## src/design/lsv_pkg.sv

```systemverilog
package lsv_pkg;

	localparam int MAX_SECTOR_BYTES_DEF = 4096;
	localparam int TYPE_TEXT_BYTES = 32;
	localparam int HEADER_BYTES = 72;
	localparam int TYPE_START = 40;
	localparam int BLOCK_SHIFT = 9;
	localparam logic [31:0] SECTOR_MAGIC = 32'h6c586e4c;
	localparam logic [31:0] CRC_SEED = 32'hffffffff;

	localparam int CFG_IDX_W = 3;
	localparam int CFG_DATA_W = 48;

	typedef enum logic [CFG_IDX_W-1:0] {
		REG_SECTOR_SIZE   = 3'd0,
		REG_DEVICE_BLOCKS = 3'd1,
		REG_WANTED_MAJOR  = 3'd2,
		REG_WANTED_MINOR  = 3'd3,
		REG_WANTED_PATCH  = 3'd4,
		REG_MATCH_MODE    = 3'd5
	} lsv_reg_t;

	typedef enum logic [2:0] {
		ST_OK          = 3'd0,
		ST_BAD_MAGIC   = 3'd1,
		ST_TYPE_UNTERM = 3'd2,
		ST_TOO_LONG    = 3'd3,
		ST_CRC_BAD     = 3'd4,
		ST_SHORT       = 3'd5
	} lsv_status_t;

	typedef enum logic [1:0] {
		MM_EQUAL    = 2'd0,
		MM_MINOR_LT = 2'd1,
		MM_MINOR_LE = 2'd2,
		MM_ANY      = 2'd3
	} lsv_mode_t;

	typedef struct packed {
		logic [12:0] sector_size;
		logic [47:0] device_blocks;
		logic [31:0] wanted_major;
		logic [31:0] wanted_minor;
		logic [31:0] wanted_patch;
		lsv_mode_t   match_mode;
	} lsv_cfg_t;

	typedef struct packed {
		logic        short_sector;
		logic        magic_bad;
		logic        nul_missing;
		logic        len_bad;
		logic        crc_bad;
		logic        copy_index;
		logic [63:0] first_location;
		logic [63:0] second_location;
		logic [15:0] data_length;
		logic [95:0] version_words;
	} lsv_rec_t;

	typedef struct packed {
		lsv_status_t status;
		logic        valid_res;
		logic        use_this_copy;
		logic        loc1_wrong;
		logic        loc2_wrong;
		logic        version_accepted;
		logic [15:0] data_length;
		logic [31:0] version_major;
		logic [31:0] version_minor;
		logic [31:0] version_patch;
	} lsv_res_t;

	function automatic logic [31:0] lsv_nib(input logic [3:0] n);
		logic [31:0] v;
		case (n)
			4'h0: v = 32'h00000000;
			4'h1: v = 32'h1db71064;
			4'h2: v = 32'h3b6e20c8;
			4'h3: v = 32'h26d930ac;
			4'h4: v = 32'h76dc4190;
			4'h5: v = 32'h6b6b51f4;
			4'h6: v = 32'h4db26158;
			4'h7: v = 32'h5005713c;
			4'h8: v = 32'hedb88320;
			4'h9: v = 32'hf00f9344;
			4'ha: v = 32'hd6d6a3e8;
			4'hb: v = 32'hcb61b38c;
			4'hc: v = 32'h9b64c2b0;
			4'hd: v = 32'h86d3d2d4;
			4'he: v = 32'ha00ae278;
			default: v = 32'hbdbdf21c;
		endcase
		return v;
	endfunction

	function automatic logic [31:0] lsv_crc_byte(input logic [31:0] c, input logic [7:0] b);
		logic [31:0] t;
		t = c ^ {24'd0, b};
		t = (t >> 4) ^ lsv_nib(t[3:0]);
		t = (t >> 4) ^ lsv_nib(t[3:0]);
		return t;
	endfunction

endpackage

```

## src/design/label_sector_validator_core.sv

```systemverilog
// Channel  Handshake              Payload
// cfg      cfg_valid / cfg_ready  cfg_index, cfg_data
// in       in_valid / in_ready    data_byte, copy_index, byte_last
// out      out_valid / out_ready  status .. version_patch
//
// One byte per cycle while in_ready is high; the CRC nibble pair and field capture finish in the cycle of acceptance.
// A byte marked last pushes a record into the queue; the back pops it into the output register and raises out_valid.
// A two-entry queue parts the byte front from the verdict stage and the output register.
// in_ready drops only while the queue is full; cfg_ready is always high.
// Reset clears all sector state and the first-copy memory; config registers return to their defaults.
module label_sector_validator_core import lsv_pkg::*; #(
	parameter int MAX_SECTOR_BYTES = MAX_SECTOR_BYTES_DEF
) (
	input  logic                  clk,
	input  logic                  arst_n,
	input  logic                  cfg_valid,
	output logic                  cfg_ready,
	input  logic [CFG_IDX_W-1:0]  cfg_index,
	input  logic [CFG_DATA_W-1:0] cfg_data,
	input  logic                  in_valid,
	output logic                  in_ready,
	input  logic [7:0]            data_byte,
	input  logic                  copy_index,
	input  logic                  byte_last,
	output logic                  out_valid,
	input  logic                  out_ready,
	output logic [2:0]            status,
	output logic                  valid_res,
	output logic                  use_this_copy,
	output logic                  loc1_wrong,
	output logic                  loc2_wrong,
	output logic                  version_accepted,
	output logic [15:0]           data_length,
	output logic [31:0]           version_major,
	output logic [31:0]           version_minor,
	output logic [31:0]           version_patch
);

	lsv_cfg_t cfg_q;
	lsv_rec_t push_rec, pop_rec;
	lsv_res_t res;
	logic     q_full, q_push, q_pop, q_not_empty;

	assign cfg_ready = 1'b1;

	always_ff @(posedge clk or negedge arst_n) begin
		if (!arst_n) begin
			cfg_q.sector_size   <= 13'd512;
			cfg_q.device_blocks <= '0;
			cfg_q.wanted_major  <= '0;
			cfg_q.wanted_minor  <= '0;
			cfg_q.wanted_patch  <= '0;
			cfg_q.match_mode    <= MM_ANY;
		end else if (cfg_valid) begin
			case (cfg_index)
				REG_SECTOR_SIZE:   cfg_q.sector_size   <= cfg_data[12:0];
				REG_DEVICE_BLOCKS: cfg_q.device_blocks <= cfg_data;
				REG_WANTED_MAJOR:  cfg_q.wanted_major  <= cfg_data[31:0];
				REG_WANTED_MINOR:  cfg_q.wanted_minor  <= cfg_data[31:0];
				REG_WANTED_PATCH:  cfg_q.wanted_patch  <= cfg_data[31:0];
				REG_MATCH_MODE:    cfg_q.match_mode    <= lsv_mode_t'(cfg_data[1:0]);
				default:           cfg_q <= cfg_q;
			endcase
		end
	end

	lsv_front #(
		.MAX_SECTOR_BYTES(MAX_SECTOR_BYTES)
	) u_front (
		.clk        (clk),
		.arst_n     (arst_n),
		.sector_size(cfg_q.sector_size),
		.in_valid   (in_valid),
		.in_ready   (in_ready),
		.data_byte  (data_byte),
		.copy_index (copy_index),
		.byte_last  (byte_last),
		.q_full     (q_full),
		.q_push     (q_push),
		.q_rec      (push_rec)
	);

	lsv_queue u_queue (
		.clk      (clk),
		.arst_n   (arst_n),
		.push     (q_push),
		.push_rec (push_rec),
		.full     (q_full),
		.pop      (q_pop),
		.not_empty(q_not_empty),
		.pop_rec  (pop_rec)
	);

	lsv_back u_back (
		.clk        (clk),
		.arst_n     (arst_n),
		.cfg        (cfg_q),
		.q_not_empty(q_not_empty),
		.q_rec      (pop_rec),
		.q_pop      (q_pop),
		.out_valid  (out_valid),
		.out_ready  (out_ready),
		.res        (res)
	);

	assign status           = res.status;
	assign valid_res        = res.valid_res;
	assign use_this_copy    = res.use_this_copy;
	assign loc1_wrong       = res.loc1_wrong;
	assign loc2_wrong       = res.loc2_wrong;
	assign version_accepted = res.version_accepted;
	assign data_length      = res.data_length;
	assign version_major    = res.version_major;
	assign version_minor    = res.version_minor;
	assign version_patch    = res.version_patch;

	a_invalid_flags_low: assert property (@(posedge clk) disable iff (!arst_n)
		out_valid && !valid_res |-> !loc1_wrong && !loc2_wrong && !version_accepted
	) else $error("flags set on an invalid label");

	a_use_needs_valid: assert property (@(posedge clk) disable iff (!arst_n)
		out_valid && use_this_copy |-> valid_res
	) else $error("copy chosen without a valid label");

	a_ok_matches_valid: assert property (@(posedge clk) disable iff (!arst_n)
		out_valid |-> (valid_res == (status == ST_OK))
	) else $error("valid_res disagrees with status");

	a_queue_backpressure: assert property (@(posedge clk) disable iff (!arst_n)
		!in_ready |-> q_not_empty
	) else $error("input stalled with an empty queue");

endmodule

```

## src/design/lsv_front.sv

```systemverilog
module lsv_front import lsv_pkg::*; #(
	parameter int MAX_SECTOR_BYTES = MAX_SECTOR_BYTES_DEF
) (
	input  logic        clk,
	input  logic        arst_n,
	input  logic [12:0] sector_size,
	input  logic        in_valid,
	output logic        in_ready,
	input  logic [7:0]  data_byte,
	input  logic        copy_index,
	input  logic        byte_last,
	input  logic        q_full,
	output logic        q_push,
	output lsv_rec_t    q_rec
);

	localparam int POS_W = $clog2(MAX_SECTOR_BYTES + 1);
	localparam int CMP_W = (POS_W > 13) ? POS_W : 13;
	localparam logic [CMP_W-1:0] MAX_LEN = CMP_W'(MAX_SECTOR_BYTES);
	localparam logic [CMP_W-1:0] HDR_LEN = CMP_W'(HEADER_BYTES);

	logic [POS_W-1:0] pos_q, pos_n, eff_len;
	logic [CMP_W-1:0] size_x;
	logic [31:0] crc_q, crc_n, magic_q, magic_n, scrc_q, scrc_n;
	logic [63:0] loc1_q, loc1_n, loc2_q, loc2_n;
	logic [15:0] ext_q, ext_n;
	logic [95:0] ver_q, ver_n;
	logic        nul_q, nul_n, in_crc, accept;
	logic [3:0]  ver_k;

	assign in_ready = !q_full;
	assign accept   = in_valid && in_ready;
	assign size_x   = CMP_W'(sector_size);
	assign ver_k    = 4'(pos_q - POS_W'(28));

	always_comb begin
		if (size_x < HDR_LEN) begin
			eff_len = POS_W'(HEADER_BYTES);
		end else if (size_x > MAX_LEN) begin
			eff_len = POS_W'(MAX_SECTOR_BYTES);
		end else begin
			eff_len = POS_W'(size_x);
		end
	end

	always_comb begin
		pos_n   = pos_q;
		magic_n = magic_q;
		scrc_n  = scrc_q;
		loc1_n  = loc1_q;
		loc2_n  = loc2_q;
		ext_n   = ext_q;
		ver_n   = ver_q;
		nul_n   = nul_q;
		in_crc  = 1'b0;
		if (pos_q < eff_len) begin
			pos_n = pos_q + POS_W'(1);
			if (pos_q < POS_W'(4)) begin
				magic_n[{pos_q[1:0], 3'b000} +: 8] = data_byte;
				in_crc = 1'b1;
			end else if (pos_q < POS_W'(8)) begin
				scrc_n[{pos_q[1:0], 3'b000} +: 8] = data_byte;
			end else if (pos_q < POS_W'(16)) begin
				loc1_n[{pos_q[2:0], 3'b000} +: 8] = data_byte;
				in_crc = 1'b1;
			end else if (pos_q < POS_W'(24)) begin
				loc2_n[{pos_q[2:0], 3'b000} +: 8] = data_byte;
				in_crc = 1'b1;
			end else if (pos_q < POS_W'(26)) begin
				ext_n[{pos_q[0], 3'b000} +: 8] = data_byte;
				in_crc = 1'b1;
			end else if (pos_q < POS_W'(28)) begin
				in_crc = 1'b0;
			end else if (pos_q < POS_W'(TYPE_START)) begin
				ver_n[{ver_k, 3'b000} +: 8] = data_byte;
				in_crc = 1'b1;
			end else if (pos_q < POS_W'(TYPE_START + TYPE_TEXT_BYTES)) begin
				if (!nul_q) begin
					if (data_byte == 8'd0) begin
						nul_n = 1'b1;
					end else begin
						in_crc = 1'b1;
					end
				end
			end else if (pos_q >= POS_W'(HEADER_BYTES)) begin
				in_crc = (32'(pos_q) - 32'(HEADER_BYTES)) < 32'(ext_q);
			end
		end
		crc_n = in_crc ? lsv_crc_byte(crc_q, data_byte) : crc_q;
	end

	always_comb begin
		q_push                = accept && byte_last;
		q_rec.short_sector    = pos_n < eff_len;
		q_rec.magic_bad       = magic_n != SECTOR_MAGIC;
		q_rec.nul_missing     = !nul_n;
		q_rec.len_bad         = 32'(ext_n) > (32'(eff_len) - 32'(HEADER_BYTES));
		q_rec.crc_bad         = scrc_n != crc_n;
		q_rec.copy_index      = copy_index;
		q_rec.first_location  = loc1_n;
		q_rec.second_location = loc2_n;
		q_rec.data_length     = ext_n;
		q_rec.version_words   = ver_n;
	end

	always_ff @(posedge clk or negedge arst_n) begin
		if (!arst_n) begin
			pos_q   <= '0;
			crc_q   <= CRC_SEED;
			magic_q <= '0;
			scrc_q  <= '0;
			loc1_q  <= '0;
			loc2_q  <= '0;
			ext_q   <= '0;
			ver_q   <= '0;
			nul_q   <= 1'b0;
		end else if (accept) begin
			if (byte_last) begin
				pos_q   <= '0;
				crc_q   <= CRC_SEED;
				magic_q <= '0;
				scrc_q  <= '0;
				loc1_q  <= '0;
				loc2_q  <= '0;
				ext_q   <= '0;
				ver_q   <= '0;
				nul_q   <= 1'b0;
			end else begin
				pos_q   <= pos_n;
				crc_q   <= crc_n;
				magic_q <= magic_n;
				scrc_q  <= scrc_n;
				loc1_q  <= loc1_n;
				loc2_q  <= loc2_n;
				ext_q   <= ext_n;
				ver_q   <= ver_n;
				nul_q   <= nul_n;
			end
		end
	end

endmodule

```

## src/design/lsv_queue.sv

```systemverilog
module lsv_queue import lsv_pkg::*; (
	input  logic     clk,
	input  logic     arst_n,
	input  logic     push,
	input  lsv_rec_t push_rec,
	output logic     full,
	input  logic     pop,
	output logic     not_empty,
	output lsv_rec_t pop_rec
);

	lsv_rec_t   slot_q [2];
	logic       wr_q, rd_q;
	logic [1:0] count_q;

	assign full      = count_q == 2'd2;
	assign not_empty = count_q != 2'd0;
	assign pop_rec   = slot_q[rd_q];

	always_ff @(posedge clk) begin
		if (push) begin
			slot_q[wr_q] <= push_rec;
		end
	end

	always_ff @(posedge clk or negedge arst_n) begin
		if (!arst_n) begin
			wr_q    <= 1'b0;
			rd_q    <= 1'b0;
			count_q <= 2'd0;
		end else begin
			if (push) begin
				wr_q <= !wr_q;
			end
			if (pop) begin
				rd_q <= !rd_q;
			end
			case ({push, pop})
				2'b10:   count_q <= count_q + 2'd1;
				2'b01:   count_q <= count_q - 2'd1;
				default: count_q <= count_q;
			endcase
		end
	end

endmodule

```

## src/design/lsv_back.sv

```systemverilog
module lsv_back import lsv_pkg::*; (
	input  logic     clk,
	input  logic     arst_n,
	input  lsv_cfg_t cfg,
	input  logic     q_not_empty,
	input  lsv_rec_t q_rec,
	output logic     q_pop,
	output logic     out_valid,
	input  logic     out_ready,
	output lsv_res_t res
);

	logic        out_valid_q, first_ok_q, valid, acc;
	lsv_status_t status;
	logic [63:0] exp2;
	logic [31:0] vmaj, vmin, vpat;
	lsv_res_t    res_q;

	assign out_valid = out_valid_q;
	assign res       = res_q;
	assign q_pop     = q_not_empty && (!out_valid_q || out_ready);
	assign vmaj      = q_rec.version_words[31:0];
	assign vmin      = q_rec.version_words[63:32];
	assign vpat      = q_rec.version_words[95:64];
	assign exp2      = 64'({cfg.device_blocks, BLOCK_SHIFT'(0)}) - 64'(cfg.sector_size);

	always_comb begin
		if (q_rec.short_sector) begin
			status = ST_SHORT;
		end else if (q_rec.magic_bad) begin
			status = ST_BAD_MAGIC;
		end else if (q_rec.nul_missing) begin
			status = ST_TYPE_UNTERM;
		end else if (q_rec.len_bad) begin
			status = ST_TOO_LONG;
		end else if (q_rec.crc_bad) begin
			status = ST_CRC_BAD;
		end else begin
			status = ST_OK;
		end
		valid = status == ST_OK;
		unique case (cfg.match_mode)
			MM_EQUAL:    acc = vmaj == cfg.wanted_major && vmin == cfg.wanted_minor &&
			                   vpat == cfg.wanted_patch;
			MM_MINOR_LT: acc = vmaj == cfg.wanted_major && vmin < cfg.wanted_minor;
			MM_MINOR_LE: acc = vmaj == cfg.wanted_major && vmin <= cfg.wanted_minor;
			default:     acc = 1'b1;
		endcase
	end

	always_ff @(posedge clk or negedge arst_n) begin
		if (!arst_n) begin
			out_valid_q <= 1'b0;
			first_ok_q  <= 1'b0;
		end else begin
			if (q_pop) begin
				out_valid_q <= 1'b1;
				if (!q_rec.copy_index) begin
					first_ok_q <= valid;
				end
			end else if (out_ready) begin
				out_valid_q <= 1'b0;
			end
		end
	end

	always_ff @(posedge clk) begin
		if (q_pop) begin
			res_q.status           <= status;
			res_q.valid_res        <= valid;
			res_q.use_this_copy    <= valid && (!q_rec.copy_index || !first_ok_q);
			res_q.loc1_wrong       <= valid &&
			                          (q_rec.first_location != 64'(cfg.sector_size));
			res_q.loc2_wrong       <= valid && (q_rec.second_location != exp2);
			res_q.version_accepted <= valid && acc;
			res_q.data_length      <= q_rec.data_length;
			res_q.version_major    <= vmaj;
			res_q.version_minor    <= vmin;
			res_q.version_patch    <= vpat;
		end
	end

endmodule

```

## config.mk

```make
export PLATFORM = sky130hd
export DESIGN_NAME = label_sector_validator_core
export DESIGN_NICKNAME = d
export VERILOG_FILES = /design/src/design/lsv_pkg.sv /design/src/design/label_sector_validator_core.sv /design/src/design/lsv_front.sv /design/src/design/lsv_queue.sv /design/src/design/lsv_back.sv
export SDC_FILE = /design/constraint.sdc
export NUM_CORES = 2
export LEC_CHECK = 0
export ABC_AREA = 1
export BUFFER_PORTS_ARGS = -buffer_cell sky130_fd_sc_hd__buf_2
export CORE_UTILIZATION = 56
export DETAILED_ROUTE_END_ITERATION = 16
export PLACE_DENSITY = 0.76
export SYNTH_ARGS = -nofsm -noshare
export SYNTH_HDL_FRONTEND = slang
export SYNTH_SLANG_ARGS = --single-unit
```

## constraint.sdc

```tcl
create_clock -name clk -period 12 [get_ports clk]
set_input_delay 3.6 -clock clk [delete_from_list [all_inputs] [get_ports clk]]
set_output_delay 3.6 -clock clk [all_outputs]
set_load 0.03 [all_outputs]
```

-- Word level (Yosys, flattened, before mapping)
Memory sizes are Yosys's and may differ from the RTL's.
Index checks and enable logic that the tools add are counted.
- flip-flop bits (word level): 635
- bits in latches: 0
- memory bits (writable): 492
- bits in read-only memories: 896
- bits of input ports: 66
- output and inout port bits: 123
- word-level logic and storage cells: 205
- memories: 3
- add/subtract/negate cells: 11
- multiply operators: 0
- divide/modulo/power cells: 0
- magnitude comparators: 17
- equal/unequal tests: 17
- shifts and indexed selects: 8
- mux-type cells: 81
- bitwise operators: 4
- reduce and logical (&&, ||, !) cells: 34
- memory list (name ; words ; width ; rd ports ; clocked after Yosys merged registers in ; write ports ; line ; source):
    u_queue.slot_q ; 2 ; 246 ; 1 ; 0 ; 1 ; lsv_queue.sv:12 ; lsv_rec_t slot_q [2];
    (name not given) ; 16 ; 28 ; 1 ; 0 ; 0 ; lsv_pkg.sv:76 ; case (n)
    (name not given) ; 16 ; 28 ; 1 ; 0 ; 0 ; lsv_pkg.sv:76 ;
- operators with widths (kind ; number):
    2-to-1 mux 96 bit ; 9
    2-to-1 mux 64 bit ; 11
    2-to-1 mux 32 bit ; 9
    bitwise mux 64 bit ; 2
    2-to-1 mux 16 bit ; 7
    bitwise mux 96 bit ; 1
    == test 32 bit ; 3
    variable shift 8 x 9 -> 96 bit, first input constant ; 1
    variable part select 8 x 9 -> 96 bit ; 1
    bitwise mux 32 bit ; 2
    != test 64 x 13 -> 1 bit ; 1
    != test 64 bit ; 1
    variable shift 8 x 8 -> 64 bit, first input constant ; 1
    variable part select 8 x 8 -> 64 bit ; 1
    XOR 28 x 32 -> 32 bit ; 2
    subtractor 57 x 13 -> 58 bit ; 1
    < comparator 13 x 5 -> 1 bit, second input constant ; 4
    2-to-1 mux 13 bit ; 4
    > comparator 16 x 32 -> 1 bit ; 1
    less-or-equal comparator 32 bit ; 1
    < comparator 32 x 16 -> 1 bit ; 1
    < comparator 32 bit ; 1
    != test 32 x 31 -> 1 bit, second input constant ; 1
    != test 32 bit ; 1
    40 further kinds ; 105

-- Logic depth before layout (Yosys ltp)
- depth in word-level cells: 14
- depth in mapped cells: 34
- mapped depth without buffers: 33

-- Modules after synthesis
A second synthesis with hierarchy kept.
- cell total of the unflattened synthesis: 6467
- area, all modules: 58001.9 um2
- modules (own cells, without submodules) (module ; times used ; cells an instance ; area each (um2) ; sequential area each (um2)):
    lsv_front ; 1 ; 3294 ; 23206.0 ; 8798.4
    lsv_queue ; 1 ; 1309 ; 19364.8 ; 14874.3
    lsv_back ; 1 ; 1160 ; 9183.8 ; 3653.5
    label_sector_validator_core ; 1 ; 704 ; 6247.2 ; 3982.6

-- Worst setup path after synthesis
No wires, ideal clock.
- path type: input to register
- start point: input in_valid
- end point: memory u_queue.slot_q[0][0] in the netlist's numbering (enable)
- setup time: 0.856 ns
- data arrival time: 14.368 ns
- required time: 11.144 ns
- path slack: -3.224 ns
- cell stages on the path: 5
- buffers on the path: 1
- path through: nand2_1 -> clkbuf_1 -> nor2_1 -> inv_1 -> nor2_1
- cells in the longest elaborated chain, start to end: 4
- ends and longest elaborated chain (element ; line ; source):
    start, declared ; label_sector_validator_core.sv:20 ; input logic in_valid,
    logical AND 1 bit ; lsv_front.sv:32 ; assign accept = in_valid && in_ready;
    logical AND 1 bit ; lsv_front.sv:93 ; q_push = accept && byte_last;
    2-to-1 mux 1 bit ; lsv_queue.sv:21 ; if (push) begin
    2-to-1 mux 1 bit (implied by the code) ; lsv_queue.sv:22 ; slot_q[wr_q] <= push_rec;
    end, declared ; lsv_queue.sv:12 ;
Every way passes these cells.

==> flow_summary.rst <==
.. list-table::
   :header-rows: 1

   * - Metric
     - Value
   * - Outcome
     - finished clean
   * - Share of synthesized area occupied by flip-flops and latches
     - 57.9%
   * - Global placer's final weighted congestion
     - 0.911
   * - Vias post-DR
     - 41.3k
   * - H-tree depth
     - 3
   * - Count of input and output buffers
     - 187
   * - Fillers
     - 7,620
   * - Combined buffer and inverter count along the critical path
     - 7
   * - Global-route met1 utilization
     - 43.9%
   * - Total stage count of the critical path
     - 31
   * - Post-synth EDFFs
     - 612
   * - Most used routing layer in global routing
     - met2
   * - Clock-pin slew reported for the worst setup and hold paths after clock tree synthesis
     - 0.06 ns
   * - Iter 0 DRT Violations
     - 5,192
   * - Combined global-route utilization of all metal layers
     - 30.7%
   * - Min-Delay Path Depth
     - 2
   * - Clk sink count
     - 1,127
   * - Most instantiated cells after synthesis
     - 1,575 x sky130_fd_sc_hd__nand2_1, 638 x sky130_fd_sc_hd__inv_1, 612 x sky130_fd_sc_hd__edfxtp_1, 520 x sky130_fd_sc_hd__o21ai_0, 480 x sky130_fd_sc_hd__dfrtp_1
   * - Synth warnings
     - 0
   * - Area of the mapped netlist
     - 54,100 µm²
   * - Number of buffers inserted by post-CTS setup repair
     - 0
   * - Final cell area excluding filler cells
     - 59,900 µm²
   * - Antenna Cells
     - 0
   * - CP dominant cell by count
     - sky130_fd_sc_hd__inv_1
   * - Clock root cell
     - sky130_fd_sc_hd__clkbuf_16
   * - Synthesized area per cell
     - 9.51 µm²
   * - I/O pin cnt
     - 189
   * - Clk pwr share
     - 25.9%
   * - Setup CP Type
     - flip-flop to flip-flop
   * - Met2 layer usage reported by global route
     - 46.6%
   * - DIE AREA
     - 97,900 µm²
   * - TritonCTS clock tree
     - done
   * - Top FF cell, synth
     - sky130_fd_sc_hd__edfxtp_1
   * - Kind of start point of the critical path
     - flip-flop
   * - Least-Margin Pin Slew
     - 1.20 ns
   * - Final number of hold-violating endpoints
     - 0
   * - Worst path slowest cell
     - sky130_fd_sc_hd__inv_4
   * - Number of global-route vias before repair
     - 39.0k
   * - Die Span X
     - 313 µm
   * - Resize count post-CTS
     - 0
   * - Portion of total power attributed to combinational logic
     - 37.0%
   * - Number of antenna violations at the first check in global routing
     - 5
   * - Yosys top cell area share
     - 34.0%
   * - Area leader, netlist
     - sky130_fd_sc_hd__edfxtp_1
   * - CTS buffer count
     - 113
   * - Synthesized netlist cell count
     - 5,691
   * - Average detailed-routed wire length per instance
     - 21.0 µm
   * - Final Routed Wirelength
     - 150 mm
   * - Met3 track demand over resource
     - 5.51%
   * - Placed wire-length estimate after detailed placement
     - 101 mm
   * - Internal power of the cells
     - 8550 µW
   * - Worst setup skew after layout
     - 0.0304 ns
   * - Placement-stage cell area
     - 56,000 µm²
   * - Setup-failing EPs final
     - 0
   * - Critical path's top delay family
     - simple AND/OR/NAND/NOR gates
   * - Maximum clock insertion buffer count
     - 3
   * - Most common cell in the netlist
     - sky130_fd_sc_hd__nand2_1
   * - Largest net degree at the start of global routing
     - 174
   * - Largest cells by area after synthesis
     - sky130_fd_sc_hd__edfxtp_1 34%, sky130_fd_sc_hd__dfrtp_1 22%, sky130_fd_sc_hd__nand2_1 11%
   * - Maximum clock frequency
     - 0.144 GHz
   * - TritonRoute pass-1 iters
     - 7
   * - Proportion of synthesized flip-flops having asynchronous set or reset
     - 45.7%
   * - DRC errors left
     - 0
   * - Capturing element type of the critical path
     - flip-flop
   * - Overflow after GRT
     - 0
   * - Core box area
     - 95,300 µm²
   * - Die height
     - 313 µm
   * - Relative area change from synthesis to final layout
     - 10.7%
   * - Part of the power in registers
     - 37.0%
   * - Reported leakage power
     - 0.0273 µW
   * - Hold/Removal Path Class
     - flip-flop to flip-flop
   * - PwrDens
     - 237 nW/µm²
   * - Clock insertion delay at the later pin of the skew report
     - 0.72 ns
   * - Synth cell types
     - 69
   * - Peak fanout along the critical path
     - 49
   * - Final period utilization
     - 57.9%
   * - Worst EP arrival
     - 7.47 ns
   * - Detailed-route vias per instance
     - 5.76
   * - Final layout net count
     - 5,967
   * - Global-route wire length before repair
     - 231 mm
   * - Worst VDD drop
     - 162 µV
   * - Initial standard-cell utilization of the core
     - 56.8%
   * - Layout cells sized above 1
     - 9.69%
   * - Critical path data required time
     - 12.52 ns
   * - Sum Neg Setup Slack
     - 0 ns
   * - Standard-cell row count
     - 113
   * - Fin crit period
     - 6.94 ns
   * - Total net switching power
     - 5640 µW
   * - Post-CTS Hold Fix Bufs
     - 0
   * - Count of max-cap constraint violations
     - 0
   * - Setup repair after global routing missed its margin
     - false
   * - Highest cell delay on the worst timing path
     - 0.55 ns
   * - Reg2reg path depth
     - 31
   * - Final slew viol count
     - 0
   * - Switching portion of total power
     - 39.8%
   * - Tightest slew margin relative to the limit
     - 20.0%
   * - Yosys reg bits
     - 1,127
   * - Post-route ant nets
     - 0
-- sequential cells by signal, summed over array words and instances (netlist names), 32 cells and up --
register,count
u_back.res,120
u_front.crc_q,32
u_front.loc2_q,64
u_front.loc1_q,64
u_front.magic_q,32
u_front.ver_q,96
u_front.scrc_q,32
cfg_q,159
u_queue.slot_q,492
-- final timing paths --
| kind | from | to | slack, ns |
|---|---|---|---|
| max in group asynchronous | arst_n | u_front.scrc_q[21] | 6.81 |
| setup reg to reg | cfg_q[146] | u_queue.slot_q[1][242] | 5.06 |
| hold reg to reg | u_front.loc1_q[62] | u_front.loc1_q[62] | 0.48 |
| min in group asynchronous | arst_n | u_front.loc1_q[18] | 2.98 |
| hold / removal | u_front.loc1_q[62] | u_front.loc1_q[62] | 0.48 |
| setup / recovery | cfg_q[146] | u_queue.slot_q[1][242] | 5.06 |
-- kinds of logic after synthesis --
logic type	synth area share, %
other	0.00693
and+or+nand+nor	17.7
muxes	0.964
adders and majority gates	2.47
xor gates and xnor gates	3.95
buffers and inverters	6.57
AOI/OAI and AO/OA	10.5
DFF	57.9
-- metal layers --
metal / vias to the layer above / wire (µm)
met3: 336 / 14600
met4: 6 / 6280
li1: 19156 / -
met1: 19787 / 62400
met2: 1969 / 66900
met5: - / 41
-- metrics by stage --
| step | hold WS (ns) | instances | total power (µW) | util, % | worst slack [ns] |
|---|---|---|---|---|---|
| 3_5_place_dp | 0.468 | 6944 | 10500 | 58.7 | 4.37 |
| 6_report | 0.480 | 7160 | 14200 | 62.8 | 5.06 |
| 4_1_cts | 0.483 | 7160 | 14200 | 62.8 | 5.12 |
| 2_1_floorplan | 0.448 | 5692 | 9070 | - | -3.22 |
| 5_1_grt | 0.495 | 7160 | 14900 | 62.8 | 4.64 |
| 3_3_place_gp | 0.460 | 6944 | 10400 | 58.7 | 4.41 |
-- cell usage in the layout, fill, tap and decap left out, types with 35 or more instances in the layout --
cell type,count
sky130_fd_sc_hd__a21oi_1,111
sky130_fd_sc_hd__a22o_1,80
sky130_fd_sc_hd__buf_2,186
sky130_fd_sc_hd__buf_4,39
sky130_fd_sc_hd__clkbuf_16,115
sky130_fd_sc_hd__dfrtp_1,479
sky130_fd_sc_hd__dfstp_2,35
sky130_fd_sc_hd__edfxtp_1,612
sky130_fd_sc_hd__ha_1,107
sky130_fd_sc_hd__inv_1,636
sky130_fd_sc_hd__nand2_1,1573
sky130_fd_sc_hd__nand3_1,123
sky130_fd_sc_hd__nand4_1,48
sky130_fd_sc_hd__nor2_1,307
sky130_fd_sc_hd__nor3_1,86
sky130_fd_sc_hd__o21ai_0,520
sky130_fd_sc_hd__o21ai_1,59
sky130_fd_sc_hd__o22ai_1,118
sky130_fd_sc_hd__xnor2_1,60
sky130_fd_sc_hd__xor2_1,175
-- worst min-delay path, cell delays in order, from the launching register on --
cell and delay [ns]:
sky130_fd_sc_hd__dfrtp_1 0.34, sky130_fd_sc_hd__nand2_1 0.05, sky130_fd_sc_hd__o21ai_0 0.06
-- power groups by stage --
stage          combinational [µW]  clock, µW  sequential (µW)
6_report                     5260       3680             5260
5_1_grt                      5760       3870             5320
4_1_cts                      5190       3710             5250
3_5_place_dp                 5150          0             5320
3_3_place_gp                 5070          0             5300
2_1_floorplan                3290          0             5780
-- layout make-up --
| cell class | count | area (µm²) | share of cell area, % |
|---|---|---|---|
| sequential | 1127 | 31300 | 52.3 |
| clock inverter | 73 | 843 | 1.41 |
| inverter | 654 | 2470 | 4.13 |
| timing repair buffer | 230 | 1320 | 2.20 |
| tap | 1265 | 1580 | 2.64 |
| clock buffer | 143 | 3040 | 5.08 |
| multi-input combinational | 3668 | 19300 | 32.2 |
(Power assumes the default switching activity.)
